`src/rtl/core/jbwe_pkg.sv`:
```
// ----------------------------------------------------------------------------
// jbwe_pkg
// Shared widths, register codes, reset values and types of the joystick
// bit word editor.
// ----------------------------------------------------------------------------
package jbwe_pkg;

  localparam int WORD_BITS     = 9;
  localparam int SAMPLE_BITS   = 12;
  localparam int REG_BITS      = 12;
  localparam int SUM_BITS      = SAMPLE_BITS + 2;
  localparam int CMP_BITS      = (SAMPLE_BITS > REG_BITS) ? SAMPLE_BITS : REG_BITS;
  localparam int SELECT_BITS   = (WORD_BITS > 2) ? $clog2(WORD_BITS) : 1;
  localparam int SEL_OUT_BITS  = 4;
  localparam int WORD_OUT_BITS = 9;
  localparam int IN_SAMPLES    = 6;
  localparam int IN_DATA_BITS  = ((IN_SAMPLES * SAMPLE_BITS + 7) / 8) * 8;
  localparam int IN_USER_BITS  = 2;
  localparam int OUT_DATA_BITS = ((SEL_OUT_BITS + WORD_OUT_BITS + 7) / 8) * 8;
  localparam int CFG_IDX_BITS  = 3;

  localparam logic [SELECT_BITS-1:0] SEL_LAST = SELECT_BITS'(WORD_BITS - 1);

  localparam logic [REG_BITS-1:0] X_SET_RESET   = REG_BITS'(3800);
  localparam logic [REG_BITS-1:0] X_CLEAR_RESET = REG_BITS'(500);
  localparam logic [REG_BITS-1:0] Y_HI_EN_RESET = REG_BITS'(3800);
  localparam logic [REG_BITS-1:0] Y_HI_EX_RESET = REG_BITS'(3600);
  localparam logic [REG_BITS-1:0] Y_LO_EN_RESET = REG_BITS'(500);
  localparam logic [REG_BITS-1:0] Y_LO_EX_RESET = REG_BITS'(700);

  typedef enum logic [CFG_IDX_BITS-1:0] {
    CFG_X_SET      = 3'd0,
    CFG_X_CLEAR    = 3'd1,
    CFG_Y_HI_ENTER = 3'd2,
    CFG_Y_HI_EXIT  = 3'd3,
    CFG_Y_LO_ENTER = 3'd4,
    CFG_Y_LO_EXIT  = 3'd5
  } cfg_index_t;

  typedef struct packed {
    logic [REG_BITS-1:0] x_set;
    logic [REG_BITS-1:0] x_clear;
    logic [REG_BITS-1:0] y_hi_enter;
    logic [REG_BITS-1:0] y_hi_exit;
    logic [REG_BITS-1:0] y_lo_enter;
    logic [REG_BITS-1:0] y_lo_exit;
  } cfg_t;

  typedef struct packed {
    logic [SELECT_BITS-1:0] sel;
    logic                   high_zone;
    logic                   low_zone;
    logic [WORD_BITS-1:0]   word;
  } edit_state_t;

endpackage

```
`src/rtl/core/joystick_bit_word_editor_top.sv`:
```
// ----------------------------------------------------------------------------
// joystick_bit_word_editor_top
// Joystick driven editor of a small bit word.
//
// Each input beat on the s_ channel is one polling round: six samples in
// s_tdata and the Y and X present flags in s_tuser. Both axis means are
// worked out as the beat is taken and held in the input register. When
// that register advances, the Y zone logic and the X set or clear are
// applied to the editor state, and the new selection and word leave as one
// m_ beat. A result passes through the input register and then the result
// register, and one round is taken per cycle while m_tready stays high;
// the state update through the single result register sets that rate.
// When the receiver stalls, the result holds on m_tdata and one more round
// waits in the input register; s_tready then drops until the result is taken.
// Thresholds are written on the cfg_ channel, which is always ready; the user
// writes them only while the block is idle; the block does not enforce it.
// Reset restores the default thresholds, clears selection, zone flags and
// word, and empties both registers.
// ----------------------------------------------------------------------------
module joystick_bit_word_editor_top (
  input  logic                               clk,
  input  logic                               rst,
  // y_sample_a, y_sample_b, y_sample_c, x_sample_a, x_sample_b, x_sample_c
  input  logic [jbwe_pkg::IN_DATA_BITS-1:0]  s_tdata,
  // y_valid, x_valid
  input  logic [jbwe_pkg::IN_USER_BITS-1:0]  s_tuser,
  input  logic                               s_tvalid,
  output logic                               s_tready,
  // selected_bit, bit_word
  output logic [jbwe_pkg::OUT_DATA_BITS-1:0] m_tdata,
  output logic                               m_tvalid,
  input  logic                               m_tready,
  input  logic                               cfg_valid,
  output logic                               cfg_ready,
  input  logic [jbwe_pkg::CFG_IDX_BITS-1:0]  cfg_index,
  input  logic [jbwe_pkg::REG_BITS-1:0]      cfg_data
);
  import jbwe_pkg::*;

  cfg_t                   cfg;
  logic [SAMPLE_BITS-1:0] y_mean_in;
  logic [SAMPLE_BITS-1:0] x_mean_in;
  logic [SAMPLE_BITS-1:0] y_mean;
  logic [SAMPLE_BITS-1:0] x_mean;
  logic                   y_valid;
  logic                   x_valid;
  logic                   in_full;
  logic                   advance;
  logic                   accept;
  edit_state_t            state;
  edit_state_t            state_next;

  assign cfg_ready = 1'b1;

  jbwe_cfg_regs u_cfg (
    .clk      (clk),
    .rst      (rst),
    .wr_en    (cfg_valid && cfg_ready),
    .wr_index (cfg_index),
    .wr_data  (cfg_data),
    .cfg      (cfg)
  );

  jbwe_mean3 u_y_mean (
    .a    (s_tdata[0*SAMPLE_BITS +: SAMPLE_BITS]),
    .b    (s_tdata[1*SAMPLE_BITS +: SAMPLE_BITS]),
    .c    (s_tdata[2*SAMPLE_BITS +: SAMPLE_BITS]),
    .mean (y_mean_in)
  );

  jbwe_mean3 u_x_mean (
    .a    (s_tdata[3*SAMPLE_BITS +: SAMPLE_BITS]),
    .b    (s_tdata[4*SAMPLE_BITS +: SAMPLE_BITS]),
    .c    (s_tdata[5*SAMPLE_BITS +: SAMPLE_BITS]),
    .mean (x_mean_in)
  );

  jbwe_update u_update (
    .cur     (state),
    .cfg     (cfg),
    .y_mean  (y_mean),
    .y_valid (y_valid),
    .x_mean  (x_mean),
    .x_valid (x_valid),
    .nxt     (state_next)
  );

  assign advance  = in_full && (!m_tvalid || m_tready);
  assign s_tready = !in_full || advance;
  assign accept   = s_tvalid && s_tready;

  always_ff @(posedge clk) begin
    if (rst) begin
      in_full <= 1'b0;
    end else if (accept) begin
      in_full <= 1'b1;
    end else if (advance) begin
      in_full <= 1'b0;
    end
  end

  always_ff @(posedge clk) begin
    if (accept) begin
      y_mean  <= y_mean_in;
      x_mean  <= x_mean_in;
      y_valid <= s_tuser[0];
      x_valid <= s_tuser[1];
    end
  end

  always_ff @(posedge clk) begin
    if (rst) begin
      state    <= '0;
      m_tvalid <= 1'b0;
    end else if (advance) begin
      state    <= state_next;
      m_tvalid <= 1'b1;
    end else if (m_tready) begin
      m_tvalid <= 1'b0;
    end
  end

  assign m_tdata = OUT_DATA_BITS'({WORD_OUT_BITS'(state.word), SEL_OUT_BITS'(state.sel)});

  a_sel_range: assert property (@(posedge clk) disable iff (rst)
    state.sel <= SEL_LAST)
    else $error("selection out of range");

  a_state_hold: assert property (@(posedge clk) disable iff (rst)
    !advance |=> $stable(state))
    else $error("editor state changed without a beat moving through");

  a_one_bit_edit: assert property (@(posedge clk) disable iff (rst)
    !$past(rst) |-> ($countones(state.word ^ $past(state.word)) <= 1))
    else $error("more than one word bit changed in one round");

  a_stall_blocks: assert property (@(posedge clk) disable iff (rst)
    (in_full && m_tvalid && !m_tready) |-> !s_tready)
    else $error("input taken while both registers are held");

endmodule

```
`src/rtl/core/jbwe_mean3.sv`:
```
// ----------------------------------------------------------------------------
// jbwe_mean3
// Truncated mean of three samples: the sum is divided by three through a
// reciprocal multiply and one correction step.
// ----------------------------------------------------------------------------
module jbwe_mean3 (
  input  logic [jbwe_pkg::SAMPLE_BITS-1:0] a,
  input  logic [jbwe_pkg::SAMPLE_BITS-1:0] b,
  input  logic [jbwe_pkg::SAMPLE_BITS-1:0] c,
  output logic [jbwe_pkg::SAMPLE_BITS-1:0] mean
);
  import jbwe_pkg::*;

  localparam int DIV_SHIFT = SUM_BITS;
  localparam logic [SUM_BITS-1:0] DIV_MULT = SUM_BITS'((1 << DIV_SHIFT) / 3);

  logic [SUM_BITS-1:0]   sum;
  logic [2*SUM_BITS-1:0] prod;
  logic [SUM_BITS-1:0]   q_est;
  logic [SUM_BITS-1:0]   rem;
  logic [SUM_BITS-1:0]   q_fix;

  always_comb begin
    sum   = SUM_BITS'(a) + SUM_BITS'(b) + SUM_BITS'(c);
    prod  = (2*SUM_BITS)'(sum) * (2*SUM_BITS)'(DIV_MULT);
    q_est = prod[2*SUM_BITS-1:DIV_SHIFT];
    rem   = sum - ((q_est << 1) + q_est);
    q_fix = (rem >= SUM_BITS'(3)) ? q_est + SUM_BITS'(1) : q_est;
    mean  = q_fix[SAMPLE_BITS-1:0];
  end

endmodule

```
`src/rtl/core/jbwe_cfg_regs.sv`:
```
// ----------------------------------------------------------------------------
// jbwe_cfg_regs
// Threshold register file. Writes to indexes past the last register are
// dropped.
// ----------------------------------------------------------------------------
module jbwe_cfg_regs (
  input  logic                              clk,
  input  logic                              rst,
  input  logic                              wr_en,
  input  logic [jbwe_pkg::CFG_IDX_BITS-1:0] wr_index,
  input  logic [jbwe_pkg::REG_BITS-1:0]     wr_data,
  output jbwe_pkg::cfg_t                    cfg
);
  import jbwe_pkg::*;

  always_ff @(posedge clk) begin
    if (rst) begin
      cfg.x_set      <= X_SET_RESET;
      cfg.x_clear    <= X_CLEAR_RESET;
      cfg.y_hi_enter <= Y_HI_EN_RESET;
      cfg.y_hi_exit  <= Y_HI_EX_RESET;
      cfg.y_lo_enter <= Y_LO_EN_RESET;
      cfg.y_lo_exit  <= Y_LO_EX_RESET;
    end else if (wr_en) begin
      case (cfg_index_t'(wr_index))
        CFG_X_SET:      cfg.x_set      <= wr_data;
        CFG_X_CLEAR:    cfg.x_clear    <= wr_data;
        CFG_Y_HI_ENTER: cfg.y_hi_enter <= wr_data;
        CFG_Y_HI_EXIT:  cfg.y_hi_exit  <= wr_data;
        CFG_Y_LO_ENTER: cfg.y_lo_enter <= wr_data;
        CFG_Y_LO_EXIT:  cfg.y_lo_exit  <= wr_data;
        default: ;
      endcase
    end
  end

endmodule

```
`src/rtl/core/jbwe_update.sv`:
```
// ----------------------------------------------------------------------------
// jbwe_update
// Next editor state for one polling round: Y hysteresis zones move the
// selection, then the X mean sets or clears the selected word bit.
// ----------------------------------------------------------------------------
module jbwe_update (
  input  jbwe_pkg::edit_state_t             cur,
  input  jbwe_pkg::cfg_t                    cfg,
  input  logic [jbwe_pkg::SAMPLE_BITS-1:0]  y_mean,
  input  logic                              y_valid,
  input  logic [jbwe_pkg::SAMPLE_BITS-1:0]  x_mean,
  input  logic                              x_valid,
  output jbwe_pkg::edit_state_t             nxt
);
  import jbwe_pkg::*;

  logic [CMP_BITS-1:0]    y;
  logic [CMP_BITS-1:0]    x;
  logic [SELECT_BITS-1:0] sel_up;
  logic [WORD_BITS-1:0]   mask;

  always_comb begin
    y      = CMP_BITS'(y_mean);
    x      = CMP_BITS'(x_mean);
    nxt    = cur;
    sel_up = cur.sel;

    if (y_valid) begin
      if (!cur.high_zone && (y >= CMP_BITS'(cfg.y_hi_enter))) begin
        nxt.high_zone = 1'b1;
        sel_up = (cur.sel == SEL_LAST) ? '0 : cur.sel + SELECT_BITS'(1);
      end else if (cur.high_zone && (y < CMP_BITS'(cfg.y_hi_exit))) begin
        nxt.high_zone = 1'b0;
      end
      nxt.sel = sel_up;
      if (!cur.low_zone && (y <= CMP_BITS'(cfg.y_lo_enter))) begin
        nxt.low_zone = 1'b1;
        nxt.sel = (sel_up == '0) ? SEL_LAST : sel_up - SELECT_BITS'(1);
      end else if (cur.low_zone && (y > CMP_BITS'(cfg.y_lo_exit))) begin
        nxt.low_zone = 1'b0;
      end
    end

    mask = WORD_BITS'(1) << nxt.sel;
    if (x_valid) begin
      if (x >= CMP_BITS'(cfg.x_set)) begin
        nxt.word = cur.word | mask;
      end else if (x < CMP_BITS'(cfg.x_clear)) begin
        nxt.word = cur.word & ~mask;
      end
    end
  end

endmodule
```
`config.mk`:
```
export PLATFORM = sky130hd
export DESIGN_NAME = joystick_bit_word_editor_top
export DESIGN_NICKNAME = d
export VERILOG_FILES = /design/src/rtl/core/jbwe_pkg.sv /design/src/rtl/core/joystick_bit_word_editor_top.sv /design/src/rtl/core/jbwe_mean3.sv /design/src/rtl/core/jbwe_cfg_regs.sv /design/src/rtl/core/jbwe_update.sv
export SDC_FILE = /design/constraint.sdc
export NUM_CORES = 1
export LEC_CHECK = 0
export ABC_AREA = 1
export BUFFER_PORTS_ARGS = -buffer_cell sky130_fd_sc_hd__buf_2
export CAP_MARGIN = 10
export CORE_MARGIN = 2
export CORE_UTILIZATION = 45
export CTS_CLUSTER_DIAMETER = 80
export DETAILED_ROUTE_END_ITERATION = 12
export PLACE_DENSITY = 0.66
export SYNTH_ARGS = -nofsm -noshare
export SYNTH_HDL_FRONTEND = slang
export SYNTH_SLANG_ARGS = --single-unit
```
`constraint.sdc`:
```
create_clock -name clk -period 12.3 [get_ports clk]
set_clock_uncertainty 0.15 [all_clocks]
set_input_delay 1.845 -clock clk [delete_from_list [all_inputs] [get_ports clk]]
set_output_delay 1.845 -clock clk [all_outputs]
set_load 0.03 [all_outputs]
```
Word level (Yosys, flattened, before mapping)
Index checks and enable logic that the tools add are counted.
{"block": "op_classes", "add_sub_neg": 12, "n_mul": 2, "magnitude_cmp": 8, "n_eq_ne": 6, "shift": 1, "n_mux": 18, "n_bitwise": 3, "reduce_logical": 28}
{"op": "$mul 14x13->27 const B", "count": 2}
{"op": "$add 14x12->14", "count": 2}
{"op": "$add 14x13->14", "count": 2}
{"op": "$ge 14x2->1 const B", "count": 2}
{"op": "$sub 14x14->14", "count": 2}
{"op": "$add 12x12->13", "count": 2}
{"op": "$add 12x1->12 const B", "count": 2}
{"op": "$ge 12x12->1", "count": 2}
{"op": "$lt 12x12->1", "count": 2}
{"op": "$mux 12", "count": 2}
{"op": "$mux 4", "count": 5}
{"op": "$mux 9", "count": 2}
{"op": "$gt 12x12->1", "count": 1}
{"op": "$le 12x12->1", "count": 1}
{"op": "$reduce_and 2->1", "count": 6}
{"op": "$reduce_bool 2->1", "count": 5}
{"op": "$and 9x9->9", "count": 1}
{"op": "$not 9->9", "count": 1}
{"op": "$or 9x9->9", "count": 1}
{"op": "$reduce_and 3->1", "count": 3}
{"op": "$shl 1x4->9 const A", "count": 1}
{"op": "$mux 1", "count": 8}
{"op": "$eq 3x2->1 const B", "count": 2}
{"op": "$eq 3x3->1 const B", "count": 2}
{"op": "other kinds (10)", "count": 19}
{"block": "totals", "regBits": 115, "inputBits": 94, "out_inout_bits": 19, "wordCells": 94}

Logic depth before layout (Yosys ltp)
Gate-level depths: netlist of run 1.
{"block": "logic_depth", "ltp_word": 13, "ltp_mapped": 62, "mapped_depth_nobuf": 62}

Modules after synthesis
From an unflattened synthesis of run 1, not the netlist that was laid out.
{"block": "unflattened", "cells_unflattened": 2429, "area_unflattened_um2": 17424.2}
{"mod": "jbwe_mean3 (u_x_mean)", "instances": 1, "cells_per_inst": 766, "area_each_um2": 5307.6, "seq_area_each_um2": 0.0}
{"mod": "jbwe_mean3 (u_y_mean)", "instances": 1, "cells_per_inst": 732, "area_each_um2": 5227.5, "seq_area_each_um2": 0.0}
{"mod": "jbwe_cfg_regs", "instances": 1, "cells_per_inst": 382, "area_each_um2": 2771.4, "seq_area_each_um2": 1441.4}
{"mod": "jbwe_update", "instances": 1, "cells_per_inst": 395, "area_each_um2": 2423.6, "seq_area_each_um2": 0.0}
{"mod": "joystick_bit_word_editor_top", "instances": 1, "cells_per_inst": 154, "area_each_um2": 1694.1, "seq_area_each_um2": 1121.1}

Worst setup path before layout of run 1
Ideal clock, no wire load.
{"block": "synth_timing", "kind": "input-to-reg", "start": "input port s_tdata[2] (netlist bit)", "end": "register y_mean[4], data pin", "arrival_ns": 10.464, "slack_ns": 1.437, "stages": 52, "n_path_buf": 1, "cell_sequence": "ha_1 > a21oi_1 > o21ai_0 > a21oi_1 > o21ai_0 > a21o_1 > a21oi_1 > xnor2_1 > ha_1 > a21oi_1 > nand2_1 > nand2_1 > nand2_1 > a21oi_1 > xor2_1 > inv_1 > ha_1 > ha_1 > [16 not listed] > ha_1 > ha_1 > nand2_1 > nor3_1 > nand2_1 > nand2_1 > nand2_1 > nand2_1 > xor2_1 > nor2_1 > nand4_1 > nor2_1 > nand3_4 > buf_8 > nand2_2 > nand2_1 > nand2_1 > inv_1"}
{"block": "synth_between", "elab_chain_cells": 7, "word_cells_on_any_way": 8}
{"element": "from (decl)", "line": "joystick_bit_word_editor_top.sv:24", "rtl": "input logic [jbwe_pkg::IN_DATA_BITS-1:0] s_tdata,"}
{"element": "$add 12x12->13 *", "line": "jbwe_mean3.sv:24", "rtl": "sum = SUM_BITS'(a) + SUM_BITS'(b) + SUM_BITS'(c);"}
{"element": "$add 14x12->14 *", "line": "jbwe_mean3.sv:24"}
{"element": "$mul 14x13->27", "line": "jbwe_mean3.sv:25", "rtl": "prod = (2*SUM_BITS)'(sum) * (2*SUM_BITS)'(DIV_MULT);"}
{"element": "$add 14x13->14", "line": "jbwe_mean3.sv:27", "rtl": "rem = sum - ((q_est << 1) + q_est);"}
{"element": "$sub 14x14->14", "line": "jbwe_mean3.sv:27"}
{"element": "$ge 14x2->1", "line": "jbwe_mean3.sv:28", "rtl": "q_fix = (rem >= SUM_BITS'(3)) ? q_est + SUM_BITS'(1) : q_est;"}
{"element": "$mux 12 *", "line": "jbwe_mean3.sv:28"}
{"element": "via u_y_mean.mean (one bit)", "line": "jbwe_mean3.sv:10", "rtl": "output logic [jbwe_pkg::SAMPLE_BITS-1:0] mean"}
{"element": "to (signal assigned)", "line": "joystick_bit_word_editor_top.sv:104", "rtl": "y_mean <= y_mean_in;"}
{"element": "to (decl)", "line": "joystick_bit_word_editor_top.sv:43", "rtl": "logic [SAMPLE_BITS-1:0] y_mean;"}
Mark *: on every way through the listed nets, which the timed path passes. The rest lies on a longest branch.
A chain may end at the register's enable or synchronous reset.

Worst setup path in the final report of run 1
{"block": "layout_timing", "start": "input port s_tdata[38] (netlist bit)", "end": "register x_mean[8], data pin"}
{"block": "layout_between", "elab_chain_cells": 7, "word_cells_on_any_way": 8}
{"element": "$add 12x12->13 *", "line": "jbwe_mean3.sv:24"}
{"element": "$add 14x12->14 *", "line": "jbwe_mean3.sv:24"}
{"element": "$mul 14x13->27", "line": "jbwe_mean3.sv:25"}
{"element": "$add 14x13->14", "line": "jbwe_mean3.sv:27"}
{"element": "$sub 14x14->14", "line": "jbwe_mean3.sv:27"}
{"element": "$ge 14x2->1", "line": "jbwe_mean3.sv:28"}
{"element": "$mux 12 *", "line": "jbwe_mean3.sv:28"}
{"element": "via u_x_mean.mean (one bit)", "line": "jbwe_mean3.sv:10"}
{"element": "to (signal assigned)", "line": "joystick_bit_word_editor_top.sv:105", "rtl": "x_mean <= x_mean_in;"}
{"element": "to (decl)", "line": "joystick_bit_word_editor_top.sv:44", "rtl": "logic [SAMPLE_BITS-1:0] x_mean;"}
Marked as above.

==> results of run 1 <==
worst reg2reg max path, cell delays in order (launching register included):
cell      delay, ps
edfxtp_1        510
ha_1            360
nand2_1          70
nor2_1          140
and2_1          170
nand4_1         130
a21oi_1         330
nand3_1         170
nor2_1          120
nand2_1          50
nand2_1         140
nand2_1         100
a21oi_1         260
nand3_1         120
nand2_1          70
nor2_1           50
cells in the final DEF, fill, tap and decap left out, drive strengths merged, types with 4 or more instances in the layout:
| master | count |
|---|---|
| conb | 4 |
| o211ai | 36 |
| xnor2 | 31 |
| fa | 104 |
| dfxtp | 89 |
| inv | 517 |
| a21boi | 5 |
| nand2 | 454 |
| ha | 319 |
| a21o | 21 |
| xor2 | 78 |
| o221ai | 4 |
| or2 | 4 |
| nor3 | 13 |
| clkbuf | 18 |
| o2111ai | 4 |
| nor2 | 137 |
| nand4 | 22 |
| a31oi | 9 |
| o21bai | 16 |
| nand3 | 116 |
| edfxtp | 26 |
| buf | 125 |
| o21ai | 85 |
| a21oi | 167 |
worst min path at each step:
stage	start	end	slack (ps)	depth (start not counted)
6_report	u_cfg.cfg[6]	u_cfg.cfg[6]	310	2
3_3_place_gp	u_cfg.cfg[24]	u_cfg.cfg[24]	300	2
2_1_floorplan	u_cfg.cfg[24]	u_cfg.cfg[24]	270	2
4_1_cts	u_cfg.cfg[22]	u_cfg.cfg[22]	310	2
5_1_grt	u_cfg.cfg[29]	u_cfg.cfg[29]	340	2
3_5_place_dp	u_cfg.cfg[29]	u_cfg.cfg[29]	300	2
layer usage:
layer / global-route usage / wire length [µm] / vias to the layer above
met4: 0.04975 / 687 / 2
met3: 0.01848 / 1378 / 48
met2: 0.3908 / 19810 / 257
li1: - / - / 7565
met1: 0.2961 / 20210 / 6742
met5: 0 / 13 / -
logic make-up after synthesis:
logic type	count (synthesis)
adder cells (fa/ha/maj)	423
buffers and inverters	549
AND/OR/NAND/NOR	750
flip-flops	115
AO/OA/AOI/OAI	356
other	2
XOR/XNOR	109
metrics by stage:
stage | area, µm² | hold slack [ps] | worst slack, ps | std cells
after global routing | 18750 | 338.7 | 8.795 | 2935
after detailed placement | 18120 | 305.0 | 248.5 | 2901
after global placement | 18120 | 295.1 | 420.0 | 2901
after floorplan | 17070 | 274.5 | 1437 | 2306
final | 18750 | 312.0 | 898.8 | 2935
after CTS | 18710 | 314.0 | 672.0 | 2933
sequential cells by signal, indices dropped and copies added (netlist names), named ones only:
register / flops
state: 2
x_valid: 1
m_tdata: 4
in_full: 1
y_mean: 12
m_tvalid: 1
x_mean: 12
u_cfg.cfg: 72
y_valid: 1
what timing repair did:
item                                   4_1_cts  5_1_grt
endpoints found under the hold margin        0        0
resized for setup                            0        4
setup buffers                                0        2
setup endpoints to repair                    0       24
final cells by class:
| type | instances | area, µm² |
|---|---|---|
| flip-flops and latches | 115 | 2562 |
| fillers | 3691 | 18740 |
| well taps | 511 | 639.4 |
| clock inverters | 14 | 165.2 |
| inverters | 510 | 1914 |
| clock buffers | 18 | 429.2 |
| multi-input cells | 1642 | 12370 |
| repair buffers | 125 | 668.1 |
==> flow_results.org, run 1 <==
** Synthesis
- Count of mapped cells out of synthesis :: between 2000 and 2500
- The netlist uses between 50 and 60 different library cells.
- By area the synthesized netlist is led by ha_1, fa_1, inv_1, dfxtp_1, nand2_1.
- Synthesis inferred about 120 register bits.
- Of the total synthesized cell area, the portion taken by full adders, half adders and majority gates is 0.3560.
- Most frequent cell after synthesis :: inv_1
- The complex-gate fraction of the synthesized area was 0.1224.
- Share of async-settable or async-resettable flops after synthesis :: 0
- Sequential-to-total area share from yosys stat :: 0.1502
- Syn avg cell area :: between 7 and 8 µm²
- Share of synthesized cell area in and, or, nand and nor gates :: 0.1869
- The cell area that synthesis handed to floorplanning was between 0.015 and 0.02 mm².
- By count the netlist is led by inv_1, nand2_1, ha_1.
- Post-synthesis cell type with the largest combined area :: ha_1
- Fraction of synthesized cell area taken by the top area cell type :: 0.2340
- In this run, synthesis inferred 26 flip-flops with an integrated enable.
- Dominant combinational cell family by area after synthesis :: adder cells
- Of the total synthesized cell area, the portion taken by XOR and XNOR cells is 0.05773.
- Among all flip-flop cells after synthesis, the most frequent one is dfxtp_1.
- Multiplexer area fraction after synthesis :: 0
- Yosys warns :: 0

** Clock tree
- Number of buffers between clock root and the deepest sink :: 2
- Clock tree from TritonCTS :: built
- Clk_lat worst skew :: ~410 ps
- H-tree levels :: 4
- Clk root buf :: clkbuf_16
- In this run, post-CTS hold repair placed 0 buffers.
- Buffers inserted during clock tree synthesis total 17.
- Sink count of the clock tree :: 115
- Clock-pin slew was measured on the worst setup and hold paths at about 60 ps.

** Setup path
- Critical Path Source Type :: primary input
- For flop-to-flop paths, the worst setup slack is just over 9000 ps.
- Critical path capture point type :: flip-flop
- Library cell contributing the largest single delay on the critical path :: fa_1
- Counting cells, the worst reg-to-reg path comes to 15.
- Kind of critical path :: in -> reg
- In this run the critical register-to-register path is launched from y_mean[11].
- Maximum fanout count along the critical path :: 23
- In this design, the critical path's most frequently occurring cell is nand2_1.
- Instance count on the critical path :: 59
- Required @ worst endpoint :: roughly 12000 ps
- Slowest cell delay on critical path :: approximately 560 ps
- In this design, the largest share of critical-path delay is due to adder cells.
- Critical Path AT :: approximately 11000 ps
- Destination of the critical timing path :: x_mean[8]
- WP buf/inv :: 10
- Tracing the worst setup path back leads to its startpoint at s_tdata[38].

** Placement
- The congestion estimate from routability-driven global placement came to 0.9530.
- During placement, the flow inserted port buffers numbering 108.
- Detailed Place HPWL :: roughly 36 mm

** Detailed routing
- Iteration-0 DRC Markers :: 594
- Total detailed-routing wirelength :: roughly 42 mm
- Post-route DRC violation count :: 0
- Dividing the detail-routed wire length by the instance count gives around 14 µm.
- Antenna-violating nets left :: 0
- Dividing the detail-routed via count by the number of cells gives ~5.0.
- For this block, the via count after detailed routing is between 10000 and 15000.
- Pre-antenna DRT Iters :: 5

** Timing
- Setup repair after global routing left no endpoint under its margin.
- Total negative slack for setup checks :: 0 ps
- Subtracting the final worst setup slack from the clock period gives 11400 ps.
- Period Utilization, post-route :: 0.9269
- Measured against its own limit, the worst slew margin works out to 0.2699.
- At the pin with the least slew margin, the transition time is ~1100 ps.
- The final count of pins violating max slew is 0.
- Derived from the worst setup path, the maximum achievable clock frequency is approximately 90 MHz.
- Final number of hold-violating endpoints :: 0
- Setup violations, final :: 0

** Floorplan
- From left edge to right edge, the die measures between 150 and 200 µm.
- After floorplanning, the core was sized to cover 0.03749 mm².
- The initial utilization of the core area, before any placement, comes to 0.4550.
- Die Outline Area :: just under 0.04 mm²
- In this run the core area contains 71 standard-cell rows.
- In this run the count of I/O pins placed on the die edge is 113.
- The floorplan step set the die height to between 150 and 200 µm.

** Worst hold path
- Kind of path behind the tightest hold check :: reg -> reg

** Final layout
- Final design utilization :: 0.5001
- Antenna diode instance count :: 0
- Count of nets after finishing :: 2928
- From synthesis to final layout, the design area changed by 9.917%.
- Share of final-layout standard cells stronger than drive strength 1 :: 0.08952

** Global route
- Vias in the first global route :: roughly 15000
- Largest net degree at the start of global routing :: between 80 and 90
- Summed over all layers, the global routing overflow is 0.
- In the global route stage, overall resource usage came out at 0.2223.
- The initial antenna violation count was 1.
- The first global-routing pass estimated between 70 and 80 mm of wire.

** Status
- The flow ran to the end, and the final reports show no timing, DRC or antenna violations.

** Job
- Across the run, the number of max-cap violations was 0.
Power of run 1 is left out: the tool's default activity adds up to more than one toggle a clock period on the data nets, which glitch-free logic cannot reach.
==> run 2: changes to the inputs <==
--- a/config.mk
+++ b/config.mk
@@ -12,7 +12,9 @@
 export CORE_UTILIZATION = 45
 export CTS_CLUSTER_DIAMETER = 80
 export DETAILED_ROUTE_END_ITERATION = 12
+export GPL_TIMING_DRIVEN = 0
 export PLACE_DENSITY = 0.66
+export SLEW_MARGIN = 40
 export SYNTH_ARGS = -nofsm -noshare
 export SYNTH_HDL_FRONTEND = slang
 export SYNTH_SLANG_ARGS = --single-unit
==> flow_results.org, run 2 (same netlist as run 1, synthesis figures left out) <==
** Timing
- Worst hold-check slack :: 308.0 ps (-3.988 ps)
- Slew at the pin closest to its max-slew limit :: 744.5 ps (-346.6 ps)
- The final critical delay including setup and external delays is 11610 ps (+204.9 ps).
- Worst setup margin :: 693.9 ps (-204.9 ps)
- The final count of pins violating max slew is 0 (unchanged).
- Final number of hold-violating endpoints :: 0 (unchanged)
- The maximum achievable frequency was 86.16 MHz (-1.8%).
- The final critical-path share of the clock period came to 0.9436 (+0.01666).
- Setup violations, final :: 0 (unchanged)
- Normalized max-slew margin :: 0.5018 (+0.2319)

** Detailed routing
- The total detailed-routing wirelength was 41.86 mm (-0.56%).
- Routed via count :: 14840 (+1.5%)
- The DRC violation count after routing came to 0 (unchanged).
- The number of routed nets with antenna violations was 0 (unchanged).
- The detailed-router iteration count before antenna repair is 5 (unchanged).
- The via density per instance is 5.014 (+0.69%).
- The routed wire length per instance is 14.14 µm (-1.4%).
- The count of routing violations after the opening detailed-route iteration was 802 (+35%).

** Final layout
- Synth-to-Final Area Change :: 10.91%
- The top cell types in the final layout, fill and taps aside, are inv_1, nand2_1, ha_1.
- The post-route core utilization was 0.5047 (+0.004539).
- The library cell used most frequently in the layout, excluding fill and tap cells, is inv_1.
- Max reg flops :: 72 (unchanged)
- The layout filler cell count is 3729 (+1.0%).
- Ranked by flip-flop count, first place goes to u_cfg.cfg.
- Share of final-layout standard cells stronger than drive strength 1 :: 0.09559 (+0.006067)
- Registers with the most flip-flops :: u_cfg.cfg: 72 flops, x_mean: 12 flops, y_mean: 12 flops
- The net count reported at finish came to 2952 (+0.82%).
- The final design area excluding fillers was 0.01892 mm² (+0.91%).

** Placement
- The worst setup slack before clock tree synthesis is -224.8 ps (-473.3 ps).
- The total of buffers placed on input and output ports was 107 (-0.93%).
- The total placed instance area was 0.01824 mm² (+0.68%).
- Gpl congestion :: 0.8980 (-5.8%)
- The post-DP HPWL came to 36.35 mm (about the same).

** Clock tree
- The CTS buffer count came to 17 (unchanged).
- Worst-path clk slew :: 60 ps (about the same)
- The insertion delay of the later-clocked pin in the worst-skew pair was 410 ps (about the same).
- The hold buffer count at CTS is 0 (unchanged).
- The cell sitting at the root of the clock tree is a clkbuf_16.
- The H-tree level count came to 4 (unchanged).
- Sink count of the clock tree :: 115 (unchanged)
- Number of buffers between clock root and the deepest sink :: 2 (unchanged)
- TritonCTS built the clock tree.

** Global route
- The total global routing overflow came to 0 (unchanged).
- met2 is the most crowded layer.
- The wire length of the first global-routing pass was 70.11 mm (-1.7%).
- Vias in the first global route :: 14500 (-1.4%)
- Overall global routing resource usage :: 0.2194 (-0.002860)
- The initial antenna violation count is 2 (+1).
- The met3 usage in global routing is 0.01882 (+0.0003391).
- Global-route met2 utilization :: 0.3851 (-0.005698)
- Largest net degree at the start of global routing :: 27 (-67%)
- The met1 global-route usage is 0.2956 (-0.0005722).

** Worst hold path
- Number of instances on the worst hold path :: 2 (unchanged)
- Hold-critical path endpoint :: u_cfg.cfg[24]
- Kind of path behind the tightest hold check :: reg -> reg
- In this run the most critical hold path is launched from u_cfg.cfg[24].

** Setup path
- CP most frequent cell :: inv_1
- Required @ worst endpoint :: 12310 ps (about the same)
- The total stage count of the critical path came to 55 (-6.8%).
- Kind of critical path :: in -> reg
- Critical path capture point type :: flip-flop
- Critical Path AT :: 11620 ps (+200 ps)
- Slowest cell delay on critical path :: 560 ps (about the same)
- Library cell contributing the largest single delay on the critical path :: fa_1
- The maximum fanout count along the critical path was 10 (-57%).
- WP buf/inv :: 13 (+3)
- Critical Path Source Type :: primary input
- The cell family contributing the most delay on the critical path is adder cells.
- Beginning of the worst register-to-register path :: y_mean[10]
- The number of cells on the worst reg-to-reg path is 15 (unchanged).
- The worst-case register-to-register setup slack was 9350 ps (+100 ps).

** Floorplan
- Height of the chip :: 198.7 µm (unchanged)
- The number of top-level pins was 113 (unchanged).
- Die Outline Area :: 0.03948 mm² (unchanged)
- Starting Density :: 0.4550 (unchanged)
- Core Rows :: 71 (unchanged)
- The core area came to 0.03749 mm² (unchanged).
- The die width is 198.7 µm (unchanged).

** Status
- Result of the run :: finished, final reports clean

** Job
- Max-cap check violation count :: 0 (unchanged)
-- run 2: routing by layer --
metal  vias to the layer above  wire length (µm)  share of wire
li1                       7613                 -              -
met1                      6852             19710           0.47
met2                       327             19760           0.47
met3                        46              1765          0.042
met4                         2               618          0.015
met5                         -                11        0.00026
-- run 2: worst max path at each step --
stage / from / endpoint
2_1_floorplan: s_tdata[2] / y_mean[4]
3_3_place_gp: s_tdata[38] / x_mean[4]
6_report: s_tdata[36] / x_mean[4]
4_1_cts: s_tdata[38] / x_mean[4]
3_5_place_dp: s_tdata[38] / x_mean[4]
5_1_grt: s_tdata[2] / y_mean[4]
-- run 2: repair_timing --
item,4_1_cts,5_1_grt
setup buffers,0,3
endpoints found under the setup margin,0,24
gates resized for setup,0,17
-- run 2: area by class of cell --
class	count	area, µm²	area share
Clock buffer	17	425.4	0.02249
Sequential cell	115	2562	0.1354
Multi-Input combinational cell	1642	12450	0.6579
Clock inverter	15	130.1	0.006878
Inverter	510	1914	0.1012
Timing Repair Buffer	110	558.0	0.02950
Buffer	39	240.2	0.01270
Antenna cell	1	2.502	0.0001323
Tap cell	511	639.4	0.03379
-- run 2: metrics by stage --
stage / cells / TNS (ps)
after floorplan: 2306 / 0
after global placement: 2924 / -227.3
after detailed placement: 2924 / -1945
after CTS: 2956 / 0
after global routing: 2959 / -7.335
final: 2960 / 0
-- run 2: worst register-to-register path: stages (launching register included) --
cell	delay, ps
edfxtp_1	520
ha_1	340
nand2_1	70
nor2_1	130
and2_1	170
nand4_1	110
a21oi_1	270
nand3_1	170
o21ai_1	170
nand3_1	150
nand2_2	130
inv_2	50
nor2_4	190
nand3_1	100
nand2_1	70
nor2_1	50
Power of run 2 is left out for the same reason.
==> run 3: changes to the inputs <==
--- a/config.mk
+++ b/config.mk
@@ -6,6 +6,7 @@
 export NUM_CORES = 1
 export LEC_CHECK = 0
 export ABC_AREA = 1
+export ABC_CLOCK_PERIOD_IN_PS = 14380
 export BUFFER_PORTS_ARGS = -buffer_cell sky130_fd_sc_hd__buf_2
 export CAP_MARGIN = 10
 export CORE_MARGIN = 2
==> constraint.sdc (replaced) <==
create_clock -name clk -period 14.38 [get_ports clk]
set_clock_uncertainty 0.15 [all_clocks]
set_input_delay 2.876 -clock clk [delete_from_list [all_inputs] [get_ports clk]]
set_output_delay 2.876 -clock clk [all_outputs]
set_load 0.03 [all_outputs]
==> flow_results.org, run 3 (same netlist as run 1, synthesis figures left out) <==
** Detailed routing
- The number of vias after detailed routing came to 14800 (-0.29%).
- The routed wire length per instance came to 14.17 µm (+0.17%).
- The count of routing violations after the opening detailed-route iteration came to 810 (+1.0%).
- Post-route DRC violation count :: 0 (unchanged)
- Number of vias per cell after detailed routing :: 5.004 (-0.19%)
- Pre-antenna DRT Iters :: 4 (-1)
- Total detailed-routing wirelength :: 41.89 mm (about the same)
- Antenna-violating nets left :: 0 (unchanged)

** Timing
- Setup repair after global routing left no endpoint under its margin.
- F_max :: between 70 and 80 MHz
- The transition time of the tightest slew-check pin came to 795.3 ps (+50.78 ps).
- Fin. max-slew vios :: 0 (unchanged)
- Final number of hold-violating endpoints :: 0 (unchanged)
- Worst setup margin :: 1198 ps (+503.6 ps)
- Normalized max-slew margin :: 0.4679 (-0.03398)
- Setup violations, final :: 0 (unchanged)
- Period Utilization, post-route :: 0.9167
- Total negative slack for setup checks :: 0 ps (unchanged)
- Subtracting the final worst setup slack from the clock period gives 13180 ps.

** Floorplan
- The die area is 0.03948 mm² (unchanged).
- Core Rows :: 71 (unchanged)
- Core region area :: 0.03749 mm² (unchanged)
- The effective utilization at floorplan was 0.4550 (unchanged).
- Number of placed I/O pins :: 113 (unchanged)
- The die width is 198.7 µm (unchanged).
- Height of the chip :: 198.7 µm (unchanged)

** Global route
- The initial antenna violation count was 2 (unchanged).
- Overall global routing resource usage :: 0.2194 (unchanged)
- The wire length of the first global-routing pass was 70.11 mm (unchanged).
- Global-route met2 utilization :: 0.3851 (unchanged)
- Remaining Overflow, GRT :: 0 (unchanged)
- Met1 demand-to-capacity share in global routing :: 0.2956 (unchanged)
- Largest net degree at the start of global routing :: 27 (unchanged)
- met2 is the most crowded layer.
- The met3 usage in global routing came to 0.01882 (unchanged).
- Vias in the first global route :: 14500 (unchanged)

** Clock tree
- Number of buffers between clock root and the deepest sink :: 2 (unchanged)
- TritonCTS built the clock tree.
- Number of buffers inserted by hold repair at cts :: 0 (unchanged)
- The clock-pin slew of the registers on the worst-case setup and hold paths is 60 ps (about the same).
- Sink count of the clock tree :: 115 (unchanged)
- The tree is rooted in a clkbuf_16.
- Total clock buffers created by CTS :: 17 (unchanged)
- The insertion delay of the later-clocked pin in the worst-skew pair came to 420 ps (about the same).
- The post-cts repair resize count was 0 (unchanged).
- H-tree levels :: 4 (unchanged)
- The number of setup buffers added after CTS is 0 (unchanged).

** Final layout
- In the final layout, the registers with the most flip-flops are u_cfg.cfg: 72 flops, x_mean: 12 flops, y_mean: 12 flops.
- Count of nets after finishing :: 2949 (-0.10%)
- Ranked by flip-flop count, first place goes to u_cfg.cfg.
- Leaving out fill and tap cells, the most frequent cell in the layout is inv_1.
- Filler instances :: 3739 (+0.27%)
- Max reg flops :: 72 (unchanged)
- Most frequent cells in the layout :: inv_1, nand2_1, ha_1
- Design Area, Final :: 0.01880 mm² (-0.64%)
- Reg area :: 0.002562 mm² (unchanged)
- Combined area of the multi-input logic cells :: 0.01235 mm² (-0.79%)
- Share of final-layout standard cells stronger than drive strength 1 :: 0.08834 (-0.007245)
- From synthesis to final layout, the design area changed by 10.20%.

** Setup path
- CP most frequent cell :: inv_1
- The data required time at the worst endpoint is 14390 ps (+2080 ps).
- Maximum fanout count along the critical path :: 10 (unchanged)
- The data arrival time of the critical path came to 13200 ps (+1580 ps).
- Critical Path Source Type :: primary input
- Slowest cell delay on critical path :: 570 ps (about the same)
- Among all stages on the critical path, the largest delay is contributed by fa_1.
- Critical path capture point type :: flip-flop
- The setup path with the least slack is of type in -> reg.

** Placement
- Instance area after placement :: 0.01824 mm² (unchanged)
- Worst slack after detailed placement :: 824.2 ps (+1049 ps)
- The placer congestion estimate is 0.8980 (unchanged).
- Count of port buffers added during placement :: 107 (unchanged)
- The post-DP HPWL came to 36.35 mm (unchanged).

** Job
- The number of maximum-capacitance violations came to 0 (unchanged).

** Worst hold path
- Kind of path behind the tightest hold check :: reg -> reg

** Status
- The flow ran to the end, and the final reports show no timing, DRC or antenna violations.
run 3: cell types whose count changed in the layout (fill, tap and decap cells not counted), sizes merged:
cell | previous run | this run
buf | 131 | 128
run 3: area by class of cell:
cell class | count | area share
multi-input cells | 1642 | 0.6569
flip-flops and latches | 115 | 0.1363
inverters | 510 | 0.1018
well taps | 511 | 0.03401
repair buffers | 107 | 0.02849
clock buffers | 17 | 0.02263
plain buffers | 39 | 0.01278
clock inverters | 15 | 0.006922
diodes | 1 | 0.0001331
run 3: metal layers:
layer,share of wire,wire (µm)
met1,0.48,20000
met2,0.47,19730
met3,0.037,1563
met4,0.014,592
met5,0.00026,11
run 3: per-stage QoR:
step                        util  instances  hold slack (ps)
final                     0.5014       2957            308.0
after global routing      0.5014       2956            330.3
after CTS                 0.5014       2956            309.2
after detailed placement  0.4866       2924            300.8
after global placement    0.4866       2924            288.9
after floorplan                -       2306            274.5
run 3: path summary, 6_finish.rpt:
path	start	to	slack (ps)	cells after the start
worst max-delay path	s_tdata[38]	x_mean[4]	1200	59
worst min-delay path	u_cfg.cfg[24]	u_cfg.cfg[24]	310	2
worst max register to register	y_mean[11]	flip-flop	11390	15
worst min register to register	u_cfg.cfg[24]	u_cfg.cfg[24]	310	2
run 3: critical path: cells and delay by family:
family	cells	cell delay [ps]
adder cells (fa/ha/maj)	10	3790
AND/OR/NAND/NOR	20	2650
AO/OA/AOI/OAI	14	2160
buffers and inverters	13	1190
XOR/XNOR	2	510
Power of run 3 is left out for the same reason.
